$ cat src/sv/lsbs_pkg.sv
// ----------------------------------------------------------------------------
// lsbs_pkg
// Shared constants, register codes and beat types for the red channel LSB
// steganography embed / extract block.
// ----------------------------------------------------------------------------
package lsbs_pkg;

   // message store geometry
   localparam int unsigned MSG_DEPTH = 4096;
   localparam int unsigned MSG_AW    = $clog2(MSG_DEPTH);
   localparam int unsigned LP_W      = MSG_AW + 1;

   // field widths
   localparam int unsigned LEN_W     = 13;
   localparam int unsigned PIX_W     = 25;
   localparam int unsigned MAXLEN_W  = PIX_W - 3;
   localparam int unsigned HDR_BITS  = 32;
   localparam int unsigned HDR_W     = 32;
   localparam int unsigned HIDX_W    = $clog2(HDR_BITS);
   localparam logic [7:0]  LSB_CLEAR = 8'hFE;

   // configuration port
   localparam int unsigned CSR_AW    = 4;
   localparam int unsigned CSR_DW    = 32;

   // register indexes
   localparam logic [1:0] REG_MODE    = 2'd0;
   localparam logic [1:0] REG_MSG_LEN = 2'd1;
   localparam logic [1:0] REG_PIX_CNT = 2'd2;

   // status codes
   localparam logic [1:0] ST_OK       = 2'd0;
   localparam logic [1:0] ST_EMPTY    = 2'd1;
   localparam logic [1:0] ST_TOO_LONG = 2'd2;
   localparam logic [1:0] ST_BAD_HDR  = 2'd3;

   // modes and item kinds
   localparam logic MODE_EMBED   = 1'b0;
   localparam logic MODE_EXTRACT = 1'b1;
   localparam logic OP_LOAD      = 1'b0;
   localparam logic OP_PIXEL     = 1'b1;

   typedef struct packed {
      logic             mode;
      logic [LEN_W-1:0] message_length;
      logic [PIX_W-1:0] pixel_count;
   } cfg_type;

   // one result beat on its way out; use_mem means the LSB still comes from the store
   typedef struct packed {
      logic [7:0] red_out;
      logic       use_mem;
      logic [2:0] bit_sel;
      logic       byte_valid;
      logic [7:0] byte_out;
      logic       last;
      logic [1:0] status;
   } beat_type;

endpackage

$ cat src/sv/lsbs_seq.sv
// ----------------------------------------------------------------------------
// lsbs_seq
// Stream sequencer: load pointer, pixel index, header and byte collection,
// store addressing and the first half of each result beat.
// ----------------------------------------------------------------------------
module lsbs_seq (
   input  logic                        clock,
   input  logic                        reset,
   input  lsbs_pkg::cfg_type           cfg,
   input  logic                        cfg_wr,
   input  logic                        accept,
   input  logic                        op,
   input  logic [7:0]                  message_byte,
   input  logic [7:0]                  red,
   output logic                        ram_we,
   output logic [lsbs_pkg::MSG_AW-1:0] ram_waddr,
   output logic [7:0]                  ram_wdata,
   output logic                        ram_re,
   output logic [lsbs_pkg::MSG_AW-1:0] ram_raddr,
   output lsbs_pkg::beat_type          beat
);
   import lsbs_pkg::*;

   logic [LP_W-1:0]     load_ptr_ff, load_ptr_in;
   logic [PIX_W-1:0]    pix_idx_ff,  pix_idx_in;
   logic [HDR_W-1:0]    hdr_ff,      hdr_in;
   logic [7:0]          acc_ff,      acc_in;
   logic                err_ff,      err_in;

   logic [MAXLEN_W-1:0] max_len;
   logic [1:0]          emb_status;
   logic [PIX_W-1:0]    emb_end;
   logic [PIX_W-1:0]    k;
   logic [MAXLEN_W-1:0] q;
   logic [2:0]          ksel;
   logic [HDR_W-1:0]    len_hdr;
   logic                hbit;
   logic [HDR_W-1:0]    hdr_new;
   logic                hdr_bad;
   logic                in_msg;
   logic [7:0]          acc_new;
   logic                in_hdr;

   // per-pixel arithmetic shared by both modes
   always_comb begin
      if (cfg.pixel_count < PIX_W'(HDR_BITS)) begin
         max_len = '0;
      end else begin
         max_len = MAXLEN_W'((cfg.pixel_count - PIX_W'(HDR_BITS)) >> 3);
      end
      if (cfg.message_length == '0) begin
         emb_status = ST_EMPTY;
      end else if ((MAXLEN_W'(cfg.message_length) > max_len) ||
                   (32'(cfg.message_length) > 32'(MSG_DEPTH))) begin
         emb_status = ST_TOO_LONG;
      end else begin
         emb_status = ST_OK;
      end
      emb_end = PIX_W'(HDR_BITS) + (PIX_W'(cfg.message_length) << 3);
      in_hdr  = pix_idx_ff < PIX_W'(HDR_BITS);
      k       = pix_idx_ff - PIX_W'(HDR_BITS);
      q       = k[PIX_W-1:3];
      ksel    = k[2:0];
      len_hdr = HDR_W'(cfg.message_length);
      hbit    = len_hdr[pix_idx_ff[HIDX_W-1:0]];
      hdr_new = hdr_ff | (HDR_W'(red[0]) << pix_idx_ff[HIDX_W-1:0]);
      hdr_bad = (hdr_new == '0) || (hdr_new > HDR_W'(max_len));
      in_msg  = HDR_W'(q) < hdr_ff;
      acc_new = acc_ff | (8'(red[0]) << ksel);
   end

   // next state and beat contents
   always_comb begin
      load_ptr_in = load_ptr_ff;
      pix_idx_in  = pix_idx_ff;
      hdr_in      = hdr_ff;
      acc_in      = acc_ff;
      err_in      = err_ff;
      ram_we      = 1'b0;
      ram_re      = 1'b0;
      beat        = '0;
      if (accept) begin
         if (op == OP_LOAD) begin
            if (load_ptr_ff < LP_W'(MSG_DEPTH)) begin
               ram_we      = 1'b1;
               load_ptr_in = load_ptr_ff + LP_W'(1);
            end
         end else begin
            if (pix_idx_ff != '1) begin
               pix_idx_in = pix_idx_ff + PIX_W'(1);
            end
            beat.red_out = red;
            if (cfg.mode == MODE_EMBED) begin
               beat.status = emb_status;
               if (emb_status != ST_OK) begin
                  err_in = 1'b1;
               end else if (in_hdr) begin
                  beat.red_out = (red & LSB_CLEAR) | 8'(hbit);
               end else if (pix_idx_ff < emb_end) begin
                  // message bit is read from the store and arrives in the next cycle
                  ram_re        = 1'b1;
                  beat.use_mem  = 1'b1;
                  beat.bit_sel  = ksel;
                  beat.red_out  = red & LSB_CLEAR;
                  beat.last     = pix_idx_ff == (emb_end - PIX_W'(1));
               end
            end else begin
               if (in_hdr) begin
                  hdr_in = hdr_new;
                  if ((pix_idx_ff == PIX_W'(HDR_BITS - 1)) && hdr_bad) begin
                     err_in = 1'b1;
                  end
               end else if (!err_ff && in_msg) begin
                  acc_in = acc_new;
                  if (ksel == 3'd7) begin
                     beat.byte_valid = 1'b1;
                     beat.byte_out   = acc_new;
                     beat.last       = HDR_W'(q) == (hdr_ff - HDR_W'(1));
                     acc_in          = '0;
                  end
               end
               if (err_in) begin
                  beat.status = ST_BAD_HDR;
               end
            end
         end
      end
      // any register write restarts the pixel stream
      if (cfg_wr) begin
         pix_idx_in = '0;
         hdr_in     = '0;
         acc_in     = '0;
         err_in     = 1'b0;
      end
   end

   assign ram_waddr = load_ptr_ff[MSG_AW-1:0];
   assign ram_wdata = message_byte;
   assign ram_raddr = k[MSG_AW+2:3];

   always_ff @(posedge clock) begin
      if (reset) begin
         load_ptr_ff <= '0;
         pix_idx_ff  <= '0;
         hdr_ff      <= '0;
         acc_ff      <= '0;
         err_ff      <= 1'b0;
      end else begin
         load_ptr_ff <= load_ptr_in;
         pix_idx_ff  <= pix_idx_in;
         hdr_ff      <= hdr_in;
         acc_ff      <= acc_in;
         err_ff      <= err_in;
      end
   end

`ifndef SYNTHESIS
   a_load_ptr_bound: assert property (@(posedge clock) disable iff (reset)
      load_ptr_ff <= LP_W'(MSG_DEPTH))
      else $error("load pointer ran past the store depth");

   a_cfg_restart: assert property (@(posedge clock) disable iff (reset)
      cfg_wr |=> (pix_idx_ff == '0) && (hdr_ff == '0) && (acc_ff == '0) && !err_ff)
      else $error("register write did not restart the stream");

   a_load_keeps_pixel: assert property (@(posedge clock) disable iff (reset)
      (accept && (op == OP_LOAD) && !cfg_wr) |=> pix_idx_ff == $past(pix_idx_ff))
      else $error("store load moved the pixel index");
`endif

endmodule

$ cat config.mk
export PLATFORM = sky130hd
export DESIGN_NAME = lsbs_seq
export DESIGN_NICKNAME = d
export VERILOG_FILES = /design/src/sv/lsbs_pkg.sv /design/src/sv/lsbs_seq.sv
export SDC_FILE = /design/constraint.sdc
export NUM_CORES = 1
export LEC_CHECK = 0
export BUFFER_PORTS_ARGS = -buffer_cell sky130_fd_sc_hd__buf_2
export CORE_MARGIN = 1.5
export CORE_UTILIZATION = 54
export DETAILED_ROUTE_END_ITERATION = 16
export PLACE_DENSITY = 0.8
export RECOVER_POWER = 50
export SLEW_MARGIN = 20
export SYNTH_ARGS = -nofsm -noshare
export SYNTH_HDL_FRONTEND = slang
export SYNTH_SLANG_ARGS = --single-unit
$ cat constraint.sdc
create_clock -name clock -period 4.05 [get_ports clock]
set_clock_uncertainty 0.2 [all_clocks]
set_input_delay 0.2025 -clock clock [delete_from_list [all_inputs] [get_ports clock]]
set_output_delay 0.2025 -clock clock [all_outputs]
set_load 0.02 [all_outputs]
# Word level (Yosys, flattened, before mapping)
# Cells that the tools add are included.
# classes
add_sub_neg	7
order_cmp	9
n_eq_ne	5
shifts	2
muxes	38
n_bitwise	5
reduce_logical	15
# op_table
op	n
25-bit by 6-bit < comparator with 1-bit output, second input constant	2
25-bit by 6-bit subtractor with 25-bit output, second input constant	2
24-bit two-way mux	2
22-bit by 32-bit == test with 1-bit output	1
32-bit by 22-bit greater-than comparator with 1-bit output	1
32-bit logical NOT	1
22-bit by 32-bit < comparator with 1-bit output	1
32-bit bitwise OR	1
1-bit by 5-bit left shift with 32-bit output	1
32-bit by 1-bit subtractor with 32-bit output, second input constant	1
10-bit two-way mux	3
25-bit by 1-bit adder with 25-bit output, second input constant	1
25-bit == test	1
25-bit by 5-bit == test with 1-bit output, second input constant	1
25-bit by 17-bit < comparator with 1-bit output	1
25-bit inequality test, second input constant	1
12-bit two-way mux	2
13-bit by 22-bit greater-than comparator with 1-bit output	1
22-bit two-way mux	1
1-bit two-way mux	20
17-bit by 1-bit subtractor with 18-bit output, second input constant	1
6-bit by 16-bit adder with 17-bit output, first input constant	1
8-bit two-way mux	2
13-bit by 1-bit adder with 13-bit output, second input constant	1
other kinds (23)	31
# word_totals
register_bits	79
in_bits	60

# Logic depth before layout (Yosys ltp)
# Gate-level depths: netlist of the first run.
# depth
word_depth	14
ltp_mapped	17

# Worst setup path before layout of the first run
# OpenSTA, ideal clock, no wires.
# synth_path
kind	input port to output port
startpoint	in cfg[5] (netlist name)
endpoint	out beat[2] (netlist name)
arrival_time_ns	4.105
t_required_ns	3.648
path_slack_ns	-0.457
path_stages	15
n_path_buf	0
cell_sequence	inv_1 -> ha_1 -> nor4b_1 -> nand2_1 -> or4_1 -> xnor2_1 -> nand2_1 -> ha_1 -> nand3_1 -> nor4_1 -> a21bo_1 -> and4_1 -> a211oi_1 -> o2111a_1 -> a31o_1
# synth_lines
item	line	rtl
from (decl)	lsbs_seq.sv:9	input lsbs_pkg::cfg_type cfg,
to (decl)	lsbs_seq.sv:20	output lsbs_pkg::beat_type beat

==> impl_metrics.tcl, run 1 <==
set metrics [dict create \
    cts_max_path_buffers 2 \
    final.fill_count 1314 \
    clk-insertion-delay-late_ns 0.36 \
    crit_path_max_incr_delay_ns 0.54 \
    worst-endpoint-arrival_ns 3.91 \
    number_of_antenna_violations_at_the_first_check_in_global_routing 0 \
    drt_drc_violations_left 0 \
    critPathLaunchType "register" \
    worst_setup_path_end_kind "output pin" \
    post_synth_and_or_nand_nor_area_fraction_pct 30.5 \
    finalHoldViolCount 0 \
    path_common_cell "sky130_fd_sc_hd__a21o_1" \
    area_fraction_in_compound_gates_after_synthesis_pct 17.6 \
    clock_tree.root_cell "sky130_fd_sc_hd__clkbuf_16" \
    final_max_slew_viol_count 0 \
    synthArstFlopShare_pct 0 \
    timing.critical_path.buf_inv 2 \
    worst_setup_hold_path_clk_slew_ns 0.07 \
    synth_ff_type "sky130_fd_sc_hd__dfxtp_1" \
    final.setup.worst_slack_ns -0.260 \
    synth-seq-cells 79 \
    rows 45 \
    finalSetupViolCount 10 \
    worst-slew-pin-transition_ns 1.00 \
    layout-drive-gt1-share_pct 20.6 \
    clock_tree.htree_level_count 3 \
    yosysWarnings 0 \
    first_drt_pass_iteration_count 5 \
    synth.distinct_cells 78 \
    drt-initial-drc-count 801 \
    post_place_setup_slack_ns -0.116 \
    dr_total_vias 9028 \
    floorplan.initialDensity_pct 54.9 \
    sequential_to_total_area_share_from_yosys_stat_pct 19.1 \
    grt_resource_usage_total_pct 31.4 \
    grt_pass1_wl_um 40400 \
    layout-area-overhead-vs-synth_pct 20.3 \
    layout_common_cells "120 x sky130_fd_sc_hd__nor2_1, 116 x sky130_fd_sc_hd__nand2_1, 108 x sky130_fd_sc_hd__buf_4" \
    setup-tns-final_ns -2.13 \
    max_freq_mhz 232 \
    yosys.area_share.adder_pct 12.5 \
    port_buffers 98 \
    number_of_global_route_vias_before_repair 8114 \
    netlist_instances 1108 \
    design.portCount 118 \
    placeableCoreArea_um2 15100 \
    die-height_um 127 \
    ant_nets 0 \
    power_density_nw_per_um2 196 \
    final_cell_utilization_of_the_core_pct 66.0 \
    cts_buffers 9 \
    regToRegSetupSlack_ns 0.13 \
    period_utilisation_layout_pct 106 \
    viasPerCell 6.26 \
    power.static_leakage_nw 4.38 \
    synthesis.area_per_instance_um2 7.47 \
    tritoncts_num_sinks 79 \
    rsz0062_at_grt "true" \
    number_of_antenna_diodes 0 \
    final-instance-count-excl-fill 1443 \
    floorplan.die.width_um 127 \
    drv_cap 0 \
    timing.max_slew.rel_slack_pct 32.8 \
    min_path_type "in -> reg" \
    design_area_um2 9960 \
    synth_enable_flop_cells 0 \
    status "complete, but fails checks" \
    violated_checks "setup timing" \
    place.detailed.hpwl_um 19900 \
    placement.cell_area_um2 9380 \
    critical_path_class "reg -> out" \
    timing.critical_path.max_delay_family "simple AND/OR/NAND/NOR gates" \
    grt_start_max_net_pins 33 \
    die_footprint_um2 16100 \
    post_synth_instance_area_um2 8280 \
    postSynthNetCount 1250 \
    path_cells "or4_4, nand4b_4, or3_4, xnor2_4, ha_4, a21o_1, a21o_1, a21o_1, a211oi_2, o21ai_1, nor3_1, buf_4, o31a_1, a31o_1, buf_6" \
    post_synth_xor_area_fraction_pct 11.4 \
    final_period_minus_worst_setup_slack_ns 4.31 \
    grt_remaining_overflow 0 \
    irDropWorstVdd_uv 190 \
    nets 1392 \
    cell_count_after_placement 1418 \
    detail_route.wl_per_cell_um 18.2 \
    synth_top_family_by_area "simple AND/OR/NAND/NOR gates" \
    share_of_cell_area_taken_by_muxes_after_synthesis_pct 1.63 \
    slowest_library_cell_on_the_worst_path "sky130_fd_sc_hd__or4_4" \
    gp_congestion 0.960 \
    tritoncts "built" \
    worstPathMaxFanout 2 \
    routed_wl_um 26300 \
    final_common_cell "sky130_fd_sc_hd__nor2_1" \
    cp.required_ns 3.65 \
]
==> cell families after synthesis <==
group	Yosys count
AND/OR/NAND/NOR	491
AO/OA/AOI/OAI	218
buffers and inverters	127
XOR/XNOR	99
adder cells (fa/ha/maj)	83
flip-flops	79
multiplexers	11
==> worst paths after layout <==
check / startpoint / to / cells past startpoint
worst min register to register: acc_ff[1]$_SDFFE_PP0P_ / acc_ff[1]$_SDFFE_PP0P_ / 1
worst max register to register: pix_idx_ff[5]$_SDFFE_PP0P_ / acc_ff[2]$_SDFFE_PP0P_ / 14
worst min-delay path: op / load_ptr_ff[0]$_SDFFE_PP0P_ / 4
worst max-delay path: pix_idx_ff[5]$_SDFFE_PP0P_ / beat[2] / 15
==> synth_stat cells, types with 5 or more instances <==
| cell | n | share of area (%) |
|---|---|---|
| sky130_fd_sc_hd__nand2b_1 | 10 | 0.76 |
| sky130_fd_sc_hd__a21oi_1 | 67 | 4.0 |
| sky130_fd_sc_hd__or3_1 | 17 | 1.3 |
| sky130_fd_sc_hd__nor3b_1 | 6 | 0.54 |
| sky130_fd_sc_hd__o211a_1 | 5 | 0.60 |
| sky130_fd_sc_hd__nor2b_1 | 12 | 0.91 |
| sky130_fd_sc_hd__clkbuf_1 | 40 | 1.8 |
| sky130_fd_sc_hd__xnor2_1 | 54 | 5.7 |
| sky130_fd_sc_hd__nand2_1 | 117 | 5.3 |
| sky130_fd_sc_hd__nor3_1 | 45 | 2.7 |
| sky130_fd_sc_hd__o31ai_1 | 8 | 0.73 |
| sky130_fd_sc_hd__a21o_1 | 18 | 1.6 |
| sky130_fd_sc_hd__buf_2 | 5 | 0.30 |
| sky130_fd_sc_hd__inv_1 | 49 | 2.2 |
| sky130_fd_sc_hd__nand4_1 | 34 | 2.6 |
| sky130_fd_sc_hd__o211ai_1 | 9 | 0.82 |
| sky130_fd_sc_hd__or4_1 | 5 | 0.45 |
| sky130_fd_sc_hd__a31oi_1 | 8 | 0.60 |
| sky130_fd_sc_hd__nor4_1 | 14 | 1.1 |
| sky130_fd_sc_hd__ha_1 | 82 | 12 |
| sky130_fd_sc_hd__a32o_1 | 8 | 0.97 |
| sky130_fd_sc_hd__o21a_1 | 16 | 1.5 |
| sky130_fd_sc_hd__buf_4 | 33 | 3.0 |
| sky130_fd_sc_hd__and3_1 | 18 | 1.4 |
| sky130_fd_sc_hd__a2111oi_0 | 6 | 0.63 |
| sky130_fd_sc_hd__a211oi_1 | 7 | 0.63 |
| sky130_fd_sc_hd__dfxtp_1 | 79 | 19 |
| sky130_fd_sc_hd__xor2_1 | 40 | 4.2 |
| sky130_fd_sc_hd__o21ai_0 | 32 | 1.9 |
| sky130_fd_sc_hd__nand3_1 | 33 | 2.0 |
| sky130_fd_sc_hd__mux2i_1 | 9 | 1.1 |
| sky130_fd_sc_hd__or2_2 | 5 | 0.38 |
| sky130_fd_sc_hd__and4_1 | 9 | 0.95 |
| sky130_fd_sc_hd__and2_1 | 13 | 0.98 |
| sky130_fd_sc_hd__nor2_1 | 127 | 5.8 |
==> timing repair <==
item | CTS | global route
pin swaps | 12 | 23
hold buffers | 1 | 0
gates resized for setup | 25 | 49
buffers inserted | 2 | 5
gates cloned | 0 | 1
endpoints found under the hold margin | 9 | 0
setup endpoints to repair | 21 | 25
==> final cells by class <==
class	instances	area [µm²]	area share, %
multi-input cells	902	6320	63.5
flip-flops and latches	79	1590	15.9
repair buffers	209	1330	13.3
well taps	188	235	2.36
clock buffers	9	225	2.26
inverters	49	186	1.87
clock inverters	7	80.1	0.804
==> sequential cells by signal, indices dropped and copies added (netlist names) <==
signal / cells
hdr_ff: 32
pix_idx_ff: 25
acc_ff: 8
err_ff: 1
load_ptr_ff: 13
==> worst reg2reg max path: stages (launching register included) <==
cell                       delay, ns
sky130_fd_sc_hd__dfxtp_2        0.32
sky130_fd_sc_hd__or4_4          0.54
sky130_fd_sc_hd__nand4b_4       0.20
sky130_fd_sc_hd__or3_4          0.39
sky130_fd_sc_hd__xnor2_4        0.20
sky130_fd_sc_hd__ha_4           0.23
sky130_fd_sc_hd__a21o_1         0.15
sky130_fd_sc_hd__a21o_1         0.15
sky130_fd_sc_hd__a21o_1         0.16
sky130_fd_sc_hd__a211oi_2       0.26
sky130_fd_sc_hd__buf_4          0.15
sky130_fd_sc_hd__nor2_1         0.05
sky130_fd_sc_hd__nor4bb_1       0.42
sky130_fd_sc_hd__buf_4          0.26
sky130_fd_sc_hd__a32o_1         0.19
==> through the flow <==
stage / hold slack, ns / power [W]
after global placement: 0.205 / 0.00109
after floorplan: 0.0716 / 0.000988
after detailed placement: 0.205 / 0.00110
after global routing: 0.205 / 0.00202
final: 0.171 / 0.00195
after CTS: 0.161 / 0.00194
==> report_power, final <==
group	internal, W	total (W)	switching [W]	leakage, nW
combinational	0.000134	0.000319	0.000184	3.60
sequential	0.000779	0.000781	0.00000220	0.638
clock	0.000484	0.000851	0.000367	0.143
total	0.00140	0.00195	0.000554	4.38
==> per-layer routing <==
layer / wire length [µm] / vias up / global-route usage, %
met5: 0 / - / 0
met4: 1140 / 0 / 14.4
met3: 2190 / 112 / 5.15
met2: 12000 / 454 / 51.7
met1: 11000 / 4217 / 40.3
li1: - / 4245 / -
Power figures use the tool's default switching activity.
==> run 2, diff against run 1 <==
--- a/config.mk
+++ b/config.mk
@@ -10,7 +10,7 @@
 export CORE_UTILIZATION = 54
 export DETAILED_ROUTE_END_ITERATION = 16
 export PLACE_DENSITY = 0.8
-export RECOVER_POWER = 50
+export RECOVER_POWER = 25
 export SLEW_MARGIN = 20
 export SYNTH_ARGS = -nofsm -noshare
 export SYNTH_HDL_FRONTEND = slang
==> impl_metrics.tcl, run 2 (synthesis results as in run 1) <==
set metrics [dict create \
    worst_hold_path.num_cells 4 \
    grt_pass1_wl_um 40400 \
    timing.critical_path.buf_inv 2 \
    final.fill_count 1293 \
    rows 45 \
    worstPathMaxFanout 2 \
    viasPerCell 6.25 \
    reg2regPathDepth 14 \
    power_density_nw_per_um2 195 \
    clock_power_share_pct 43.7 \
    die_footprint_um2 16100 \
    tritoncts_num_sinks 79 \
    drt-initial-drc-count 872 \
    layout-drive-gt1-share_pct 21.5 \
    worst-endpoint-arrival_ns 3.87 \
    grt_resource_usage_total_pct 31.4 \
    critical_path_class "reg -> out" \
    ant_nets 0 \
    timing.critical_path.max_delay_family "simple AND/OR/NAND/NOR gates" \
    number_of_global_route_vias_before_repair 8114 \
    floorplan.die.width_um 127 \
    fin_worst_hold_slack_ns 0.166 \
    clock_tree.htree_level_count 3 \
    power.combinational.fraction_pct 16.4 \
    slowest_library_cell_on_the_worst_path "sky130_fd_sc_hd__or4_4" \
    cts_buffers 9 \
    nets 1392 \
    crit_cells 15 \
    worst-slew-pin-transition_ns 0.742 \
    die-height_um 127 \
    worst_setup_hold_path_clk_slew_ns 0.07 \
    critPathLaunchType "register" \
    dr_total_vias 9022 \
    switching_share_pct 28.4 \
    irDropWorstVdd_uv 190 \
    placement.cell_area_um2 9380 \
    switching_power_w 0.000555 \
    max_freq_mhz 234 \
    detail_route.wl_per_cell_um 18.2 \
    period_utilisation_layout_pct 105 \
    tritoncts "built" \
    cts_max_path_buffers 2 \
    top_register "hdr_ff" \
    drt_drc_violations_left 0 \
    port_buffers 98 \
    path_cells "or4_4, nand4b_4, or3_4, xnor2_4, ha_4, a21o_1, a21o_1, a21o_1, a211oi_2, o21ai_1, nor3_1, buf_4, o31a_1, a31o_1, buf_6" \
    final_period_minus_worst_setup_slack_ns 4.27 \
    largest_register_ffs 32 \
    floorplan.initialDensity_pct 54.9 \
    grt_start_max_net_pins 33 \
    final_common_cell "sky130_fd_sc_hd__nor2_1" \
    layout_common_cells "120 x sky130_fd_sc_hd__nor2_1, 116 x sky130_fd_sc_hd__nand2_1, 116 x sky130_fd_sc_hd__buf_4" \
    grt_remaining_overflow 0 \
    power.static_leakage_nw 4.41 \
    routed_wl_um 26300 \
    worst_setup_path_end_kind "output pin" \
    cell_internal_pwr_w 0.00140 \
    clk-insertion-delay-late_ns 0.35 \
    design.portCount 118 \
    status "complete, but fails checks" \
    p_seq_share_pct 40.0 \
    finalSetupViolCount 10 \
    final_max_slew_viol_count 0 \
    number_of_antenna_violations_at_the_first_check_in_global_routing 0 \
    crit_path_max_incr_delay_ns 0.54 \
    sequential_cell_area_um2 1590 \
    cp.required_ns 3.65 \
    design_area_um2 10000 \
    clock_tree.root_cell "sky130_fd_sc_hd__clkbuf_16" \
    drv_cap 0 \
    final.setup.worst_slack_ns -0.220 \
    largest_registers "hdr_ff (32), pix_idx_ff (25), load_ptr_ff (13)" \
    min_path_type "in -> reg" \
    layout-area-overhead-vs-synth_pct 20.8 \
    multiInputGateArea_um2 6330 \
    gp_congestion 0.960 \
    timing.max_slew.rel_slack_pct 50.4 \
    first_drt_pass_iteration_count 8 \
    place.detailed.hpwl_um 19900 \
    placeableCoreArea_um2 15100 \
    path_common_cell "sky130_fd_sc_hd__a21o_1" \
    rsz0062_at_grt "true" \
    number_of_antenna_diodes 0 \
    final_cell_utilization_of_the_core_pct 66.3 \
    violated_checks "setup timing" \
    finalHoldViolCount 0 \
]
-- run 2: worst register-to-register path: stages, from the launching register on --
cell	delay (ns)
sky130_fd_sc_hd__dfxtp_2	0.32
sky130_fd_sc_hd__or4_4	0.54
sky130_fd_sc_hd__nand4b_4	0.20
sky130_fd_sc_hd__or3_4	0.39
sky130_fd_sc_hd__xnor2_4	0.19
sky130_fd_sc_hd__ha_4	0.23
sky130_fd_sc_hd__a21o_1	0.15
sky130_fd_sc_hd__a21o_1	0.15
sky130_fd_sc_hd__a21o_1	0.16
sky130_fd_sc_hd__a211oi_2	0.25
sky130_fd_sc_hd__buf_4	0.14
sky130_fd_sc_hd__nor2_1	0.05
sky130_fd_sc_hd__nor4bb_1	0.43
sky130_fd_sc_hd__buf_4	0.26
sky130_fd_sc_hd__a32o_1	0.19
-- run 2: through the flow --
step	worst slack, ns	std cells	power [W]	setup TNS, ns
3_5_place_dp	-0.116	1418	0.00110	-0.683
5_1_grt	-0.319	1443	0.00202	-2.85
3_3_place_gp	-0.0499	1418	0.00109	-0.0568
2_1_floorplan	-0.00145	1108	0.000988	-0.00145
4_1_cts	-0.246	1437	0.00194	-1.90
6_report	-0.220	1443	0.00195	-1.74
-- run 2: final cells by class --
| type | count | area share (%) |
|---|---|---|
| clock buffer | 9 | 2.25 |
| multi-input combinational | 902 | 63.3 |
| inverter | 49 | 1.86 |
| tap | 188 | 2.35 |
| sequential | 79 | 15.8 |
| timing repair buffer | 209 | 13.6 |
| clock inverter | 7 | 0.801 |
-- run 2: metal layers --
metal  routed length (µm)  share of wire (%)  track usage [%]  vias up
met3                 2300                8.7             5.15      106
met1                10900                 41             40.3     4182
met5                    0                  0                0        -
met4                 1160                4.4             14.4        0
met2                11900                 45             51.7      481
li1                     -                  -                -     4253
-- run 2: path summary, 6_finish.rpt --
check                                           startpoint                          end  slack, ns
worst max-delay path            pix_idx_ff[5]$_SDFFE_PP0P_                      beat[2]      -0.22
worst min-delay path                                    op  load_ptr_ff[0]$_SDFFE_PP0P_       0.17
worst max register to register  pix_idx_ff[5]$_SDFFE_PP0P_       acc_ff[2]$_SDFFE_PP0P_       0.15
worst min register to register      acc_ff[5]$_SDFFE_PP0P_       acc_ff[5]$_SDFFE_PP0P_       0.27
-- run 2: power by group through the flow --
stage / clock network (W) / registers (W) / logic [W]
after floorplan: 0 / 0.000798 / 0.000189
after global placement: 0 / 0.000798 / 0.000290
after detailed placement: 0 / 0.000798 / 0.000298
after CTS: 0.000852 / 0.000781 / 0.000303
after global routing: 0.000890 / 0.000781 / 0.000349
final: 0.000852 / 0.000781 / 0.000319
-- run 2: timing repair --
action,in CTS,in global routing
cloned,0,1
resized for setup,25,49
buffers inserted,2,5
pin swaps,12,23
hold buffers,1,0
hold endpoints to repair,9,0
setup endpoints to repair,21,25
==> run 3, diff against run 2 <==
--- a/config.mk
+++ b/config.mk
@@ -11,6 +11,7 @@
 export DETAILED_ROUTE_END_ITERATION = 16
 export PLACE_DENSITY = 0.8
 export RECOVER_POWER = 25
+export SETUP_SLACK_MARGIN = 0.15
 export SLEW_MARGIN = 20
 export SYNTH_ARGS = -nofsm -noshare
 export SYNTH_HDL_FRONTEND = slang
==> impl_metrics.tcl, run 3 (synthesis results as in run 1) <==
set metrics [dict create \
    status "complete, but fails checks" \
    violated_checks "setup timing" \
    final_max_slew_viol_count 0 \
    cp.required_ns 3.65 \
    grt_resource_usage_total_pct 32.5 \
    place.detailed.hpwl_um 20100 \
    max_freq_mhz 229 \
    grt_start_max_net_pins 33 \
    tritoncts_num_sinks 79 \
    number_of_antenna_diodes 0 \
    tritoncts "built" \
    design_area_um2 10400 \
    path_cells "inv_1, ha_1, buf_4, or4b_1, nor3_1, xor2_1, buf_4, ha_1, nand2_1, o211ai_1, a31oi_1, nor2_1, nor3_2, buf_4, o31a_1, a31o_4, buf_6" \
    number_of_antenna_violations_at_the_first_check_in_global_routing 1 \
    cts_buffers 9 \
    path_common_cell "sky130_fd_sc_hd__buf_4" \
    final_common_cell "sky130_fd_sc_hd__nor2_1" \
    placement.cell_area_um2 9400 \
    worst_setup_hold_path_clk_slew_ns 0.06 \
    worst-endpoint-arrival_ns 3.96 \
    die_footprint_um2 16100 \
    irDropWorstVdd_uv 251 \
    cts_max_path_buffers 2 \
    largest_register_ffs 32 \
    grt_remaining_overflow 0 \
    grt_pass1_wl_um 42200 \
    power.static_leakage_nw 4.55 \
    routed_wl_um 27400 \
    dr_total_vias 9152 \
    post_place_setup_slack_ns -0.102 \
    final_period_minus_worst_setup_slack_ns 4.36 \
    drt-initial-drc-count 1042 \
    number_of_global_route_vias_before_repair 8357 \
    finalSetupViolCount 19 \
    worst-slew-pin-transition_ns 0.767 \
    crit_path_max_incr_delay_ns 0.53 \
    rsz0062_at_grt "true" \
    drv_cap 0 \
    placeableCoreArea_um2 15100 \
    timing.max_slew.rel_slack_pct 48.5 \
    critical_path_class "reg -> out" \
    power_density_nw_per_um2 199 \
    drt_drc_violations_left 0 \
    floorplan.initialDensity_pct 54.9 \
    min_path_type "in -> reg" \
    nets 1400 \
    detail_route.wl_per_cell_um 18.9 \
    worst_setup_path_end_kind "output pin" \
    first_drt_pass_iteration_count 5 \
    floorplan.die.width_um 127 \
    layout_common_cells "120 x sky130_fd_sc_hd__nor2_1, 111 x sky130_fd_sc_hd__nand2_1, 104 x sky130_fd_sc_hd__buf_4" \
    design.portCount 118 \
    largest_registers "hdr_ff (32), pix_idx_ff (25), load_ptr_ff (13)" \
    port_buffers 98 \
    clock_tree.root_cell "sky130_fd_sc_hd__clkbuf_16" \
    final.setup.worst_slack_ns -0.313 \
    gp_congestion 0.987 \
    slowest_library_cell_on_the_worst_path "sky130_fd_sc_hd__or4b_1" \
    critPathLaunchType "register" \
    ant_nets 0 \
    worstPathMaxFanout 4 \
    clock_tree.htree_level_count 3 \
    final.fill_count 1238 \
    die-height_um 127 \
    period_utilisation_layout_pct 108 \
    top_register "hdr_ff" \
    rows 45 \
    viasPerCell 6.31 \
    finalHoldViolCount 0 \
    layout-drive-gt1-share_pct 23.4 \
    clk-insertion-delay-late_ns 0.34 \
    layout-area-overhead-vs-synth_pct 25.1 \
]
-- run 3: per-stage QoR --
step | total power (W) | util [%] | std cells | setup TNS, ns | hold WS, ns
2_1_floorplan | 0.000990 | - | 1108 | 0 | 0.0716
3_3_place_gp | 0.00110 | 62.3 | 1413 | 0 | 0.205
3_5_place_dp | 0.00110 | 62.3 | 1413 | -0.102 | 0.205
4_1_cts | 0.00204 | 66.7 | 1446 | -0.779 | 0.157
5_1_grt | 0.00213 | 68.7 | 1451 | -7.86 | 0.205
6_report | 0.00206 | 68.7 | 1451 | -2.81 | 0.169
-- run 3: final timing paths --
| check | from | to | slack [ns] | cells past startpoint |
|---|---|---|---|---|
| setup / recovery | pix_idx_ff[6]$_SDFFE_PP0P_ | beat[2] | -0.31 | 17 |
| hold / removal | op | load_ptr_ff[0]$_SDFFE_PP0P_ | 0.17 | 4 |
| hold reg to reg | acc_ff[6]$_SDFFE_PP0P_ | acc_ff[6]$_SDFFE_PP0P_ | 0.27 | 1 |
| setup reg to reg | pix_idx_ff[6]$_SDFFE_PP0P_ | acc_ff[7]$_SDFFE_PP0P_ | -0.04 | 17 |
-- run 3: power breakdown --
part / switching (W) / leakage (nW) / internal, W
Combinational: 0.000198 / 3.74 / 0.000151
Sequential: 0.00000248 / 0.638 / 0.000778
Clock: 0.000337 / 0.171 / 0.000599
-- run 3: final cells by class --
class,count,area [µm²],area share (%)
inverters,49,189,1.82
multi-input cells,902,6460,62.4
well taps,188,235,2.27
clock inverters,5,86.3,0.833
repair buffers,217,1540,14.8
flip-flops and latches,79,1590,15.3
clock buffers,11,264,2.55
-- run 3: per-layer routing --
layer | GRT usage (%) | vias to the layer above | share of wire (%)
li1 | - | 4254 | -
met1 | 43.4 | 4302 | 41
met2 | 52.4 | 480 | 46
met3 | 5.53 | 116 | 9.0
met4 | 12.4 | 0 | 4.0
met5 | 0 | - | 0
-- run 3: timing repair --
item	CTS	global route
setup buffers	14	5
hold buffers	1	0
pin swaps	28	23
cloned	2	0
endpoints found under the setup margin	21	25
gates resized for setup	45	75
endpoints found under the hold margin	5	0
-- run 3: worst max-delay path, delay by kind of cell, from the launching register on --
| kind | cells | cell delay [ns] |
|---|---|---|
| AND/OR/NAND/NOR | 5 | 1.24 |
| buffers and inverters | 5 | 0.66 |
| XOR/XNOR | 1 | 0.24 |
| adder cells (fa/ha/maj) | 2 | 0.44 |
| AO/OA/AOI/OAI | 4 | 0.69 |
| flip-flops | 1 | 0.35 |
